`src/sv/b64d_pkg.sv`:
```
// shared types, codes and character classification for the base64 stream decoder
package b64d_pkg;

  // result kinds
  localparam logic [1:0] KIND_DATA = 2'd0;
  localparam logic [1:0] KIND_OK   = 2'd1;
  localparam logic [1:0] KIND_ERR  = 2'd2;

  // classifier codes beyond the sextet range
  localparam logic [6:0] SEXT_PAD = 7'd64;
  localparam logic [6:0] SEXT_BAD = 7'd65;

  // characters of interest
  localparam logic [7:0] CH_LF    = 8'h0A;
  localparam logic [7:0] CH_CR    = 8'h0D;
  localparam logic [7:0] CH_SP    = 8'h20;
  localparam logic [7:0] CH_TAB   = 8'h09;
  localparam logic [7:0] CH_PLUS  = 8'h2B;
  localparam logic [7:0] CH_SLASH = 8'h2F;
  localparam logic [7:0] CH_EQ    = 8'h3D;

  // decoded request queue depth (power of two)
  localparam int QDEPTH = 4;
  localparam int QPTW   = $clog2(QDEPTH);

  // input request
  typedef struct packed {
    logic [7:0] in_char;
    logic       in_last;
  } b64d_in_t;

  // one result
  typedef struct packed {
    logic [7:0] out_byte;
    logic [1:0] out_kind;
    logic       out_last;
  } b64d_out_t;

  // work handed from front to back: up to three bytes then an optional end result
  typedef struct packed {
    logic [23:0] data;
    logic [1:0]  ndata;
    logic        has_end;
    logic [1:0]  end_kind;
  } b64d_cmd_t;

  // sextet value 0..63, SEXT_PAD for '=', SEXT_BAD for anything else
  function automatic logic [6:0] b64d_classify(input logic [7:0] c);
    logic [7:0] t;
    t = 8'd0;
    if (c >= 8'h41 && c <= 8'h5A) begin
      t = c - 8'd65;
      return t[6:0];
    end else if (c >= 8'h61 && c <= 8'h7A) begin
      t = c - 8'd71;
      return t[6:0];
    end else if (c >= 8'h30 && c <= 8'h39) begin
      t = c + 8'd4;
      return t[6:0];
    end else if (c == CH_PLUS) begin
      return 7'd62;
    end else if (c == CH_SLASH) begin
      return 7'd63;
    end else if (c == CH_EQ) begin
      return SEXT_PAD;
    end
    return SEXT_BAD;
  endfunction

endpackage

```
`src/sv/b64d_front.sv`:
```
// front end: accepts characters, gathers quads and issues decoded work
module b64d_front (
  input  logic                clk,
  input  logic                rst_n,
  input  logic                in_fire,
  input  b64d_pkg::b64d_in_t  in_data,
  output logic                cmd_push,
  output b64d_pkg::b64d_cmd_t cmd
);
  import b64d_pkg::*;

  logic [17:0] acc_r, acc_nxt;
  logic [1:0]  chars_r, chars_nxt;
  logic [2:0]  pads_r, pads_nxt;
  logic        discard_r, discard_nxt;

  // quad gathering and result decision
  always_comb begin
    logic       ws;
    logic       err;
    logic       last;
    logic [6:0] s;
    logic [5:0] sx;
    logic [2:0] pads_n;
    logic [2:0] ndata3;
    ws          = (in_data.in_char == CH_LF) || (in_data.in_char == CH_CR) ||
                  (in_data.in_char == CH_SP) || (in_data.in_char == CH_TAB);
    last        = in_data.in_last;
    err         = 1'b0;
    s           = b64d_classify(in_data.in_char);
    sx          = (s == SEXT_PAD) ? 6'd0 : s[5:0];
    pads_n      = pads_r + ((s == SEXT_PAD) ? 3'd1 : 3'd0);
    ndata3      = 3'd3 - pads_n;
    acc_nxt     = acc_r;
    chars_nxt   = chars_r;
    pads_nxt    = pads_r;
    discard_nxt = discard_r;
    cmd         = '0;
    cmd_push    = 1'b0;
    if (in_fire) begin
      if (discard_r) begin
        if (last) begin
          discard_nxt = 1'b0;
        end
      end else begin
        if (!(chars_r == 2'd0 && ws)) begin
          if (s == SEXT_BAD) begin
            err = 1'b1;
          end else if (chars_r != 2'd3) begin
            acc_nxt   = {acc_r[11:0], sx};
            chars_nxt = chars_r + 2'd1;
            pads_nxt  = pads_n;
          end else begin
            // quad complete
            if (pads_n >= 3'd3) begin
              err = 1'b1;
            end else begin
              cmd.data  = {acc_r, sx};
              cmd.ndata = ndata3[1:0];
            end
            acc_nxt   = '0;
            chars_nxt = 2'd0;
            pads_nxt  = 3'd0;
          end
        end
        if (err) begin
          cmd.has_end  = 1'b1;
          cmd.end_kind = KIND_ERR;
          acc_nxt      = '0;
          chars_nxt    = 2'd0;
          pads_nxt     = 3'd0;
          discard_nxt  = !last;
        end else if (last) begin
          cmd.has_end  = 1'b1;
          cmd.end_kind = (chars_nxt != 2'd0) ? KIND_ERR : KIND_OK;
          acc_nxt      = '0;
          chars_nxt    = 2'd0;
          pads_nxt     = 3'd0;
        end
        cmd_push = (cmd.ndata != 2'd0) || cmd.has_end;
      end
    end
  end

  // state registers
  always_ff @(posedge clk) begin
    if (!rst_n) begin
      acc_r     <= '0;
      chars_r   <= '0;
      pads_r    <= '0;
      discard_r <= 1'b0;
    end else begin
      acc_r     <= acc_nxt;
      chars_r   <= chars_nxt;
      pads_r    <= pads_nxt;
      discard_r <= discard_nxt;
    end
  end

  // while discarding no quad is open
  assert property (@(posedge clk) disable iff (!rst_n)
    discard_r |-> (chars_r == 2'd0 && pads_r == 3'd0 && acc_r == '0))
    else $error("quad state left open while discarding");

endmodule

```
`src/sv/b64d_queue.sv`:
```
// short queue of decoded work between front and back
module b64d_queue (
  input  logic                clk,
  input  logic                rst_n,
  input  logic                push,
  input  b64d_pkg::b64d_cmd_t push_cmd,
  input  logic                pop,
  output b64d_pkg::b64d_cmd_t head,
  output logic                empty,
  output logic                full
);
  import b64d_pkg::*;

  b64d_cmd_t         mem_r [QDEPTH];
  logic [QPTW-1:0]   wr_ptr_r, wr_ptr_nxt;
  logic [QPTW-1:0]   rd_ptr_r, rd_ptr_nxt;
  logic [QPTW:0]     count_r, count_nxt;

  assign empty = (count_r == '0);
  assign full  = (count_r == (QPTW+1)'(QDEPTH));
  assign head  = mem_r[rd_ptr_r];

  // pointer and fill count update, pointers wrap at the power-of-two depth
  always_comb begin
    wr_ptr_nxt = push ? wr_ptr_r + QPTW'(1) : wr_ptr_r;
    rd_ptr_nxt = pop ? rd_ptr_r + QPTW'(1) : rd_ptr_r;
    count_nxt  = count_r + (QPTW+1)'(push) - (QPTW+1)'(pop);
  end

  always_ff @(posedge clk) begin
    if (!rst_n) begin
      wr_ptr_r <= '0;
      rd_ptr_r <= '0;
      count_r  <= '0;
    end else begin
      wr_ptr_r <= wr_ptr_nxt;
      rd_ptr_r <= rd_ptr_nxt;
      count_r  <= count_nxt;
    end
  end

  // entry storage
  always_ff @(posedge clk) begin
    if (push) begin
      mem_r[wr_ptr_r] <= push_cmd;
    end
  end

  // fill count tracks the pointer distance
  assert property (@(posedge clk) disable iff (!rst_n)
    (count_r <= (QPTW+1)'(QDEPTH)) &&
    (wr_ptr_r == rd_ptr_r + count_r[QPTW-1:0]))
    else $error("queue count and pointers disagree");

endmodule

```
`src/sv/b64d_back.sv`:
```
// back end: queued work to results, one per cycle unless stalled, via output register
module b64d_back (
  input  logic                clk,
  input  logic                rst_n,
  input  b64d_pkg::b64d_cmd_t head,
  input  logic                empty,
  output logic                pop,
  output logic                out_valid,
  input  logic                out_ready,
  output b64d_pkg::b64d_out_t out_data
);
  import b64d_pkg::*;

  logic [1:0] idx_r, idx_nxt;
  logic       out_valid_r, out_valid_nxt;
  b64d_out_t  out_data_r, res;
  logic [2:0] cnt;
  logic       last_res;
  logic       load;

  assign out_valid = out_valid_r;
  assign out_data  = out_data_r;

  // pick the result at the current position of the head entry
  always_comb begin
    cnt      = {1'b0, head.ndata} + {2'b00, head.has_end};
    last_res = ({1'b0, idx_r} == cnt - 3'd1);
    res      = '0;
    if (idx_r < head.ndata) begin
      res.out_kind = KIND_DATA;
      unique case (idx_r)
        2'd0:    res.out_byte = head.data[23:16];
        2'd1:    res.out_byte = head.data[15:8];
        default: res.out_byte = head.data[7:0];
      endcase
    end else begin
      res.out_kind = head.end_kind;
    end
    res.out_last = last_res;
  end

  assign load = !empty && (!out_valid_r || out_ready);
  assign pop  = load && last_res;

  always_comb begin
    idx_nxt       = idx_r;
    out_valid_nxt = out_valid_r;
    if (load) begin
      idx_nxt       = last_res ? 2'd0 : idx_r + 2'd1;
      out_valid_nxt = 1'b1;
    end else if (out_ready) begin
      out_valid_nxt = 1'b0;
    end
  end

  always_ff @(posedge clk) begin
    if (!rst_n) begin
      idx_r       <= '0;
      out_valid_r <= 1'b0;
    end else begin
      idx_r       <= idx_nxt;
      out_valid_r <= out_valid_nxt;
    end
  end

  // payload register
  always_ff @(posedge clk) begin
    if (load) begin
      out_data_r <= res;
    end
  end

  // position never runs past the head entry's result count
  assert property (@(posedge clk) disable iff (!rst_n)
    !empty |-> ({1'b0, idx_r} < cnt))
    else $error("result position beyond entry");

  // non-data results carry a zero byte
  assert property (@(posedge clk) disable iff (!rst_n)
    (out_valid_r && out_data_r.out_kind != KIND_DATA) |-> (out_data_r.out_byte == 8'd0))
    else $error("end result with non-zero byte");

endmodule

```
`src/sv/base64_stream_decoder_unit.sv`:
```
// top level of the base64 stream decoder: front end, work queue and back end
//
//  channel | ports                         | moves
//  --------+-------------------------------+-----------------------------------
//  input   | in_valid, in_ready, in_data   | one character and its last flag
//  output  | out_valid, out_ready, out_data| one byte, its kind and last flag
//
// A character is taken every cycle while the four-entry work queue has room.
// Results leave at one per cycle from the output register while out_ready is high;
// a quad of four characters gives at most four results, so the back end keeps pace
// on average. Reset (rst_n low at a clock edge) empties the queue, closes any quad
// and clears discarding. A stalled output fills the queue before in_ready drops.
module base64_stream_decoder_unit (
  input  logic                clk,
  input  logic                rst_n,
  input  logic                in_valid,
  output logic                in_ready,
  input  b64d_pkg::b64d_in_t  in_data,
  output logic                out_valid,
  input  logic                out_ready,
  output b64d_pkg::b64d_out_t out_data
);
  import b64d_pkg::*;

  b64d_cmd_t cmd, head;
  logic      cmd_push, pop, empty, full, in_fire;

  assign in_ready = !full;
  assign in_fire  = in_valid && in_ready;

  b64d_front u_front (
    .clk      (clk),
    .rst_n    (rst_n),
    .in_fire  (in_fire),
    .in_data  (in_data),
    .cmd_push (cmd_push),
    .cmd      (cmd)
  );

  b64d_queue u_queue (
    .clk      (clk),
    .rst_n    (rst_n),
    .push     (cmd_push),
    .push_cmd (cmd),
    .pop      (pop),
    .head     (head),
    .empty    (empty),
    .full     (full)
  );

  b64d_back u_back (
    .clk       (clk),
    .rst_n     (rst_n),
    .head      (head),
    .empty     (empty),
    .pop       (pop),
    .out_valid (out_valid),
    .out_ready (out_ready),
    .out_data  (out_data)
  );

endmodule

```
`config.mk`:
```
export PLATFORM = sky130hd
export DESIGN_NAME = base64_stream_decoder_unit
export DESIGN_NICKNAME = d
export VERILOG_FILES = /design/src/sv/b64d_pkg.sv /design/src/sv/b64d_front.sv /design/src/sv/b64d_queue.sv /design/src/sv/b64d_back.sv /design/src/sv/base64_stream_decoder_unit.sv
export SDC_FILE = /design/constraint.sdc
export NUM_CORES = 1
export LEC_CHECK = 0
export BUFFER_PORTS_ARGS = -buffer_cell sky130_fd_sc_hd__buf_4
export CORE_UTILIZATION = 45
export DETAILED_ROUTE_END_ITERATION = 12
export GPL_ROUTABILITY_DRIVEN = 0
export GPL_TIMING_DRIVEN = 1
export HOLD_SLACK_MARGIN = 0.12
export SLEW_MARGIN = 20
export SYNTH_ARGS = -nofsm -noshare
export SYNTH_HDL_FRONTEND = slang
export SYNTH_SLANG_ARGS = --single-unit
```
`constraint.sdc`:
```
create_clock -name clk -period 4.9 [get_ports clk]
set_clock_uncertainty 0.1 [all_clocks]
set_input_delay 0.98 -clock clk [delete_from_list [all_inputs] [get_ports clk]]
set_output_delay 0.98 -clock clk [all_outputs]
set_load 0.01 [all_outputs]
```
==> impl_results.md <==
- Slowest-stage cell, CP: or3b_2
- Vias in the first global route: 3966
- M1 WL: 6.28 mm
- Setup TNS Final: 0 ps
- Antenna violations before repair: 0
- Flops & latches, synth: 163
- FILL cells: 1277
- Kind of critical path: in2reg
- Global-route wire length before repair: 21.7 mm
- Antenna-violating nets left: 0
- Unrepaired setup endpoints after global routing: no
- Delay of the slowest critical-path stage: 520 ps
- DIE WIDTH: 127 um
- Worst path arrival time: 4490 ps
- GRT Resource Usage Total: 18.2%
- Ports: 26
- Syn Inst Count: 476
- CTS Buf Count: 17
- WL met2: 6.66 mm
- Clock tree sinks: 163
- Die Span Y: 127 um
- DPL Wire Length: 8.89 mm
- Max Freq: 0.231 GHz
- Yosys top cell by area: edfxtp_1
- Worst Setup EP: u_queue.mem_r[3][18]
- Routed len/inst: 18.5 um
- Peak supply drop: 255 uV
- Final Cell Area: 0.00809 mm^2
- XOR/XNOR Fraction of Synth Area: 1.24%
- PortBufs: 25
- Required @ worst endpoint: 5050 ps
- Ratio of cells with drive above 1 in the final layout: 19.6%
- RR Endpoint: u_queue.count_r[2]
- Vias/cell: 5.34
- Final hold slack: 377 ps
- Slew @ Worst Pin: 890 ps
- Synth warnings: 0
- Max Fanout on Critical Path: 19
- Site Rows: 45
- Fin crit period: 4330 ps
- CP Launch Type: primary input
- Fin nets: 551
- NetSw: 1100 uW
- Clock tree from TritonCTS: done
- Combinational share of power: 24.9%
- Period utilization: 88.4%
- Post-synth EDFFs: 127
- CP cell instances: buf_4 -> inv_1 -> ha_1 -> nor2b_1 -> a2bb2oi_1 -> or3_1 -> a32oi_2 -> and2b_1 -> ha_1 -> ha_1 -> nor2b_1 -> nor2_1 -> nand2_1 -> or3b_2 -> a21oi_1 -> buf_12 -> and2_1
- DIE AREA: 0.0162 mm^2
- R2R cell count: 15
- Pint: 2930 uW
- Area share of fa/ha/maj cells after synthesis: 4.54%
- Synth Flop Type: edfxtp_1
- H-tree levels: 4
- Largest net degree at the start of global routing: 30
- Routed WL: 13.6 mm
- CTS Buffer Depth: 2
- Initial DRC Count: 298
- Post-synthesis sequential area ratio: 64.2%
- P&R area growth vs syn: 14.6%
- Pre-CTS WS: 171 ps
- # diodes: 0
- Post-CTS sizing: 0
- Ranking of synthesized cells by area: edfxtp_1 (54%), dfxtp_1 (10%), mux4_2 (9.2%), ha_1 (4.3%), and2_1 (2.8%)
- Core area: 0.0153 mm^2
- Setup violators final: 0
- Routed via count: 3937
- Clock Latency Late Sink: 420 ps
- PD cells: 497 mW/mm^2
- Root buffer cell: clkbuf_16
- Post-CTS setup buffer count: 0
- Most Frequent Cell on Critical Path: ha_1
- DR WL met3: 558 um
- Placed instance area: 0.00752 mm^2
- Total leakage power: 0.00281 uW
- Synth top area share: 54.0%
- Max-cap violations: 0
- Main combinational cell family by area after synthesis: multiplexers
- Share of synthesized flip-flops with an asynchronous set or reset: 0%
- Clock share of power: 31.6%
- Syn avg cell area: 14.8 um^2
- Gr ovfl total: 0
- Slew headroom: 40.7%
- Reg clk slew, reported paths: 60 ps
- Compound-cell area share of the yosys netlist: 8.24%
- Sequential power share: 43.5%
- Switching Share: 27.3%
- Hold-fix buffers, CTS: 0
- Final Max Slew Viols: 0
- Net Count, Synth: 514
- Type of the most critical hold path: reg2reg
- Unique masters post-synth: 51
- Post-synthesis mux area share: 9.67%
- First-pass DRT Iterations: 4
- Mapped Area: 0.00706 mm^2
- Status: completed
- Post-synthesis simple-gate area fraction: 9.39%
- Hold Fails Final Rpt: 0
- Worst R2R Setup Slack: 1140 ps
- Final WS setup: 567 ps
- DR top layer: met4
- Drt drc: 0
- Worst setup EP type: register
- CP startpoint: in_data[3]
- Initial core utilization: 46.3%
critical path, delay by kind of cell:
family / cells / cell delay, ps
and+or+nand+nor: 8 / 1790
AOI/OAI and AO/OA: 3 / 670
adders and majority gates: 3 / 610
buffers and inverters: 3 / 420
power by group through the flow:
stage / sequential (uW) / combinational (uW) / clock (uW)
finish: 1750 / 1000 / 1270
global route: 1770 / 1120 / 1350
CTS: 1750 / 1030 / 1300
detailed placement: 1780 / 1020 / 0
global placement: 1780 / 1010 / 0
floorplan: 1790 / 670 / 0
Yosys cell counts, types with 2 or more instances:
cell type	instances
a22oi_1	8
a21oi_1	17
a21o_1	2
nand3_1	6
nand4_1	2
dfxtp_1	36
a22o_1	17
clkbuf_1	9
a21boi_0	3
mux4_2	29
nand2_1	36
nor2b_1	9
xnor2_1	7
mux2i_1	3
a31oi_1	2
and3_1	3
xor2_1	3
inv_1	22
ha_1	24
nor3_1	6
a221oi_1	3
o31ai_1	2
buf_2	5
o21ai_0	11
nor3b_1	2
nand2b_1	4
buf_1	4
nor2_1	18
a32oi_2	2
o211ai_1	2
edfxtp_1	127
a41oi_1	2
and2_1	32
cells in the final DEF (no fill, tap or decap), types with 4 or more instances in the layout:
master     Yosys  final
o21ai_0       11     11
clkinv_1       0      5
dfxtp_1       36     35
and2_1        32     32
a22oi_1        8      8
nor3_1         6      6
inv_1         22     22
edfxtp_1     127    127
nor2b_1        9      9
nand3_1        6      6
a21oi_1       17     17
nand2_1       36     36
mux4_2        29     29
buf_4          0     37
ha_1          24     24
nand2b_1       4      4
nor2_1        18     18
clkbuf_16      0     17
xnor2_1        7      7
a22o_1        17     17
clkinv_2       0      4
sequential cells by signal (all words and copies together), names as in the netlist, named ones only:
name and cells:
u_front.chars_r 2, u_front.pads_r 3, u_front.discard_r 1, u_back.out_data 11
u_queue.count_r 3, u_queue.wr_ptr_r 2, u_queue.mem_r 116, u_back.out_valid 1
u_back.idx_r 2, u_queue.rd_ptr_r 2, u_front.acc_r 18
how the worst min path moves through the flow:
stage,slack (ps),end,cells after the start,startpoint
6_report,380,u_front.acc_r[17],1,u_front.acc_r[17]
5_1_grt,400,u_front.acc_r[17],1,u_front.acc_r[17]
2_1_floorplan,340,u_front.acc_r[1],2,u_front.acc_r[1]
4_1_cts,370,u_front.acc_r[17],1,u_front.acc_r[17]
3_3_place_gp,350,u_front.acc_r[15],1,u_front.acc_r[15]
3_5_place_dp,360,u_front.acc_r[17],1,u_front.acc_r[17]
layout make-up:
class,instances,area [um^2],area share (%)
flip-flops and latches,163,4540,56.0
inverters,23,86.3,1.07
well taps,211,264,3.26
clock inverters,14,144,1.78
repair buffers,38,298,3.68
clock buffers,18,429,5.30
multi-input cells,270,2340,28.9
metal layers:
metal | vias up | track usage (%)
li1 | 1880 | -
met1 | 1975 | 23.8
met2 | 75 | 29.8
met3 | 7 | 5.19
met4 | 0 | 5.04
met5 | - | 0
kinds of logic (layout without fill, tap and decap cells):
logic type / after synthesis / in the layout
AO/OA/AOI/OAI: 77 / 77
XOR/XNOR: 10 / 10
adder cells (fa/ha/maj): 25 / 25
buffers and inverters: 43 / 93
flip-flops: 163 / 163
multiplexers: 32 / 32
AND/OR/NAND/NOR: 126 / 126
metrics by stage:
stage	power, uW	cells	util [%]
2_1_floorplan	2460	476	-
3_3_place_gp	2790	705	49.3
3_5_place_dp	2800	705	49.3
4_1_cts	4080	737	53.0
5_1_grt	4240	737	53.0
6_report	4030	737	53.0
Note: power is estimated with default switching activity, not from simulation.
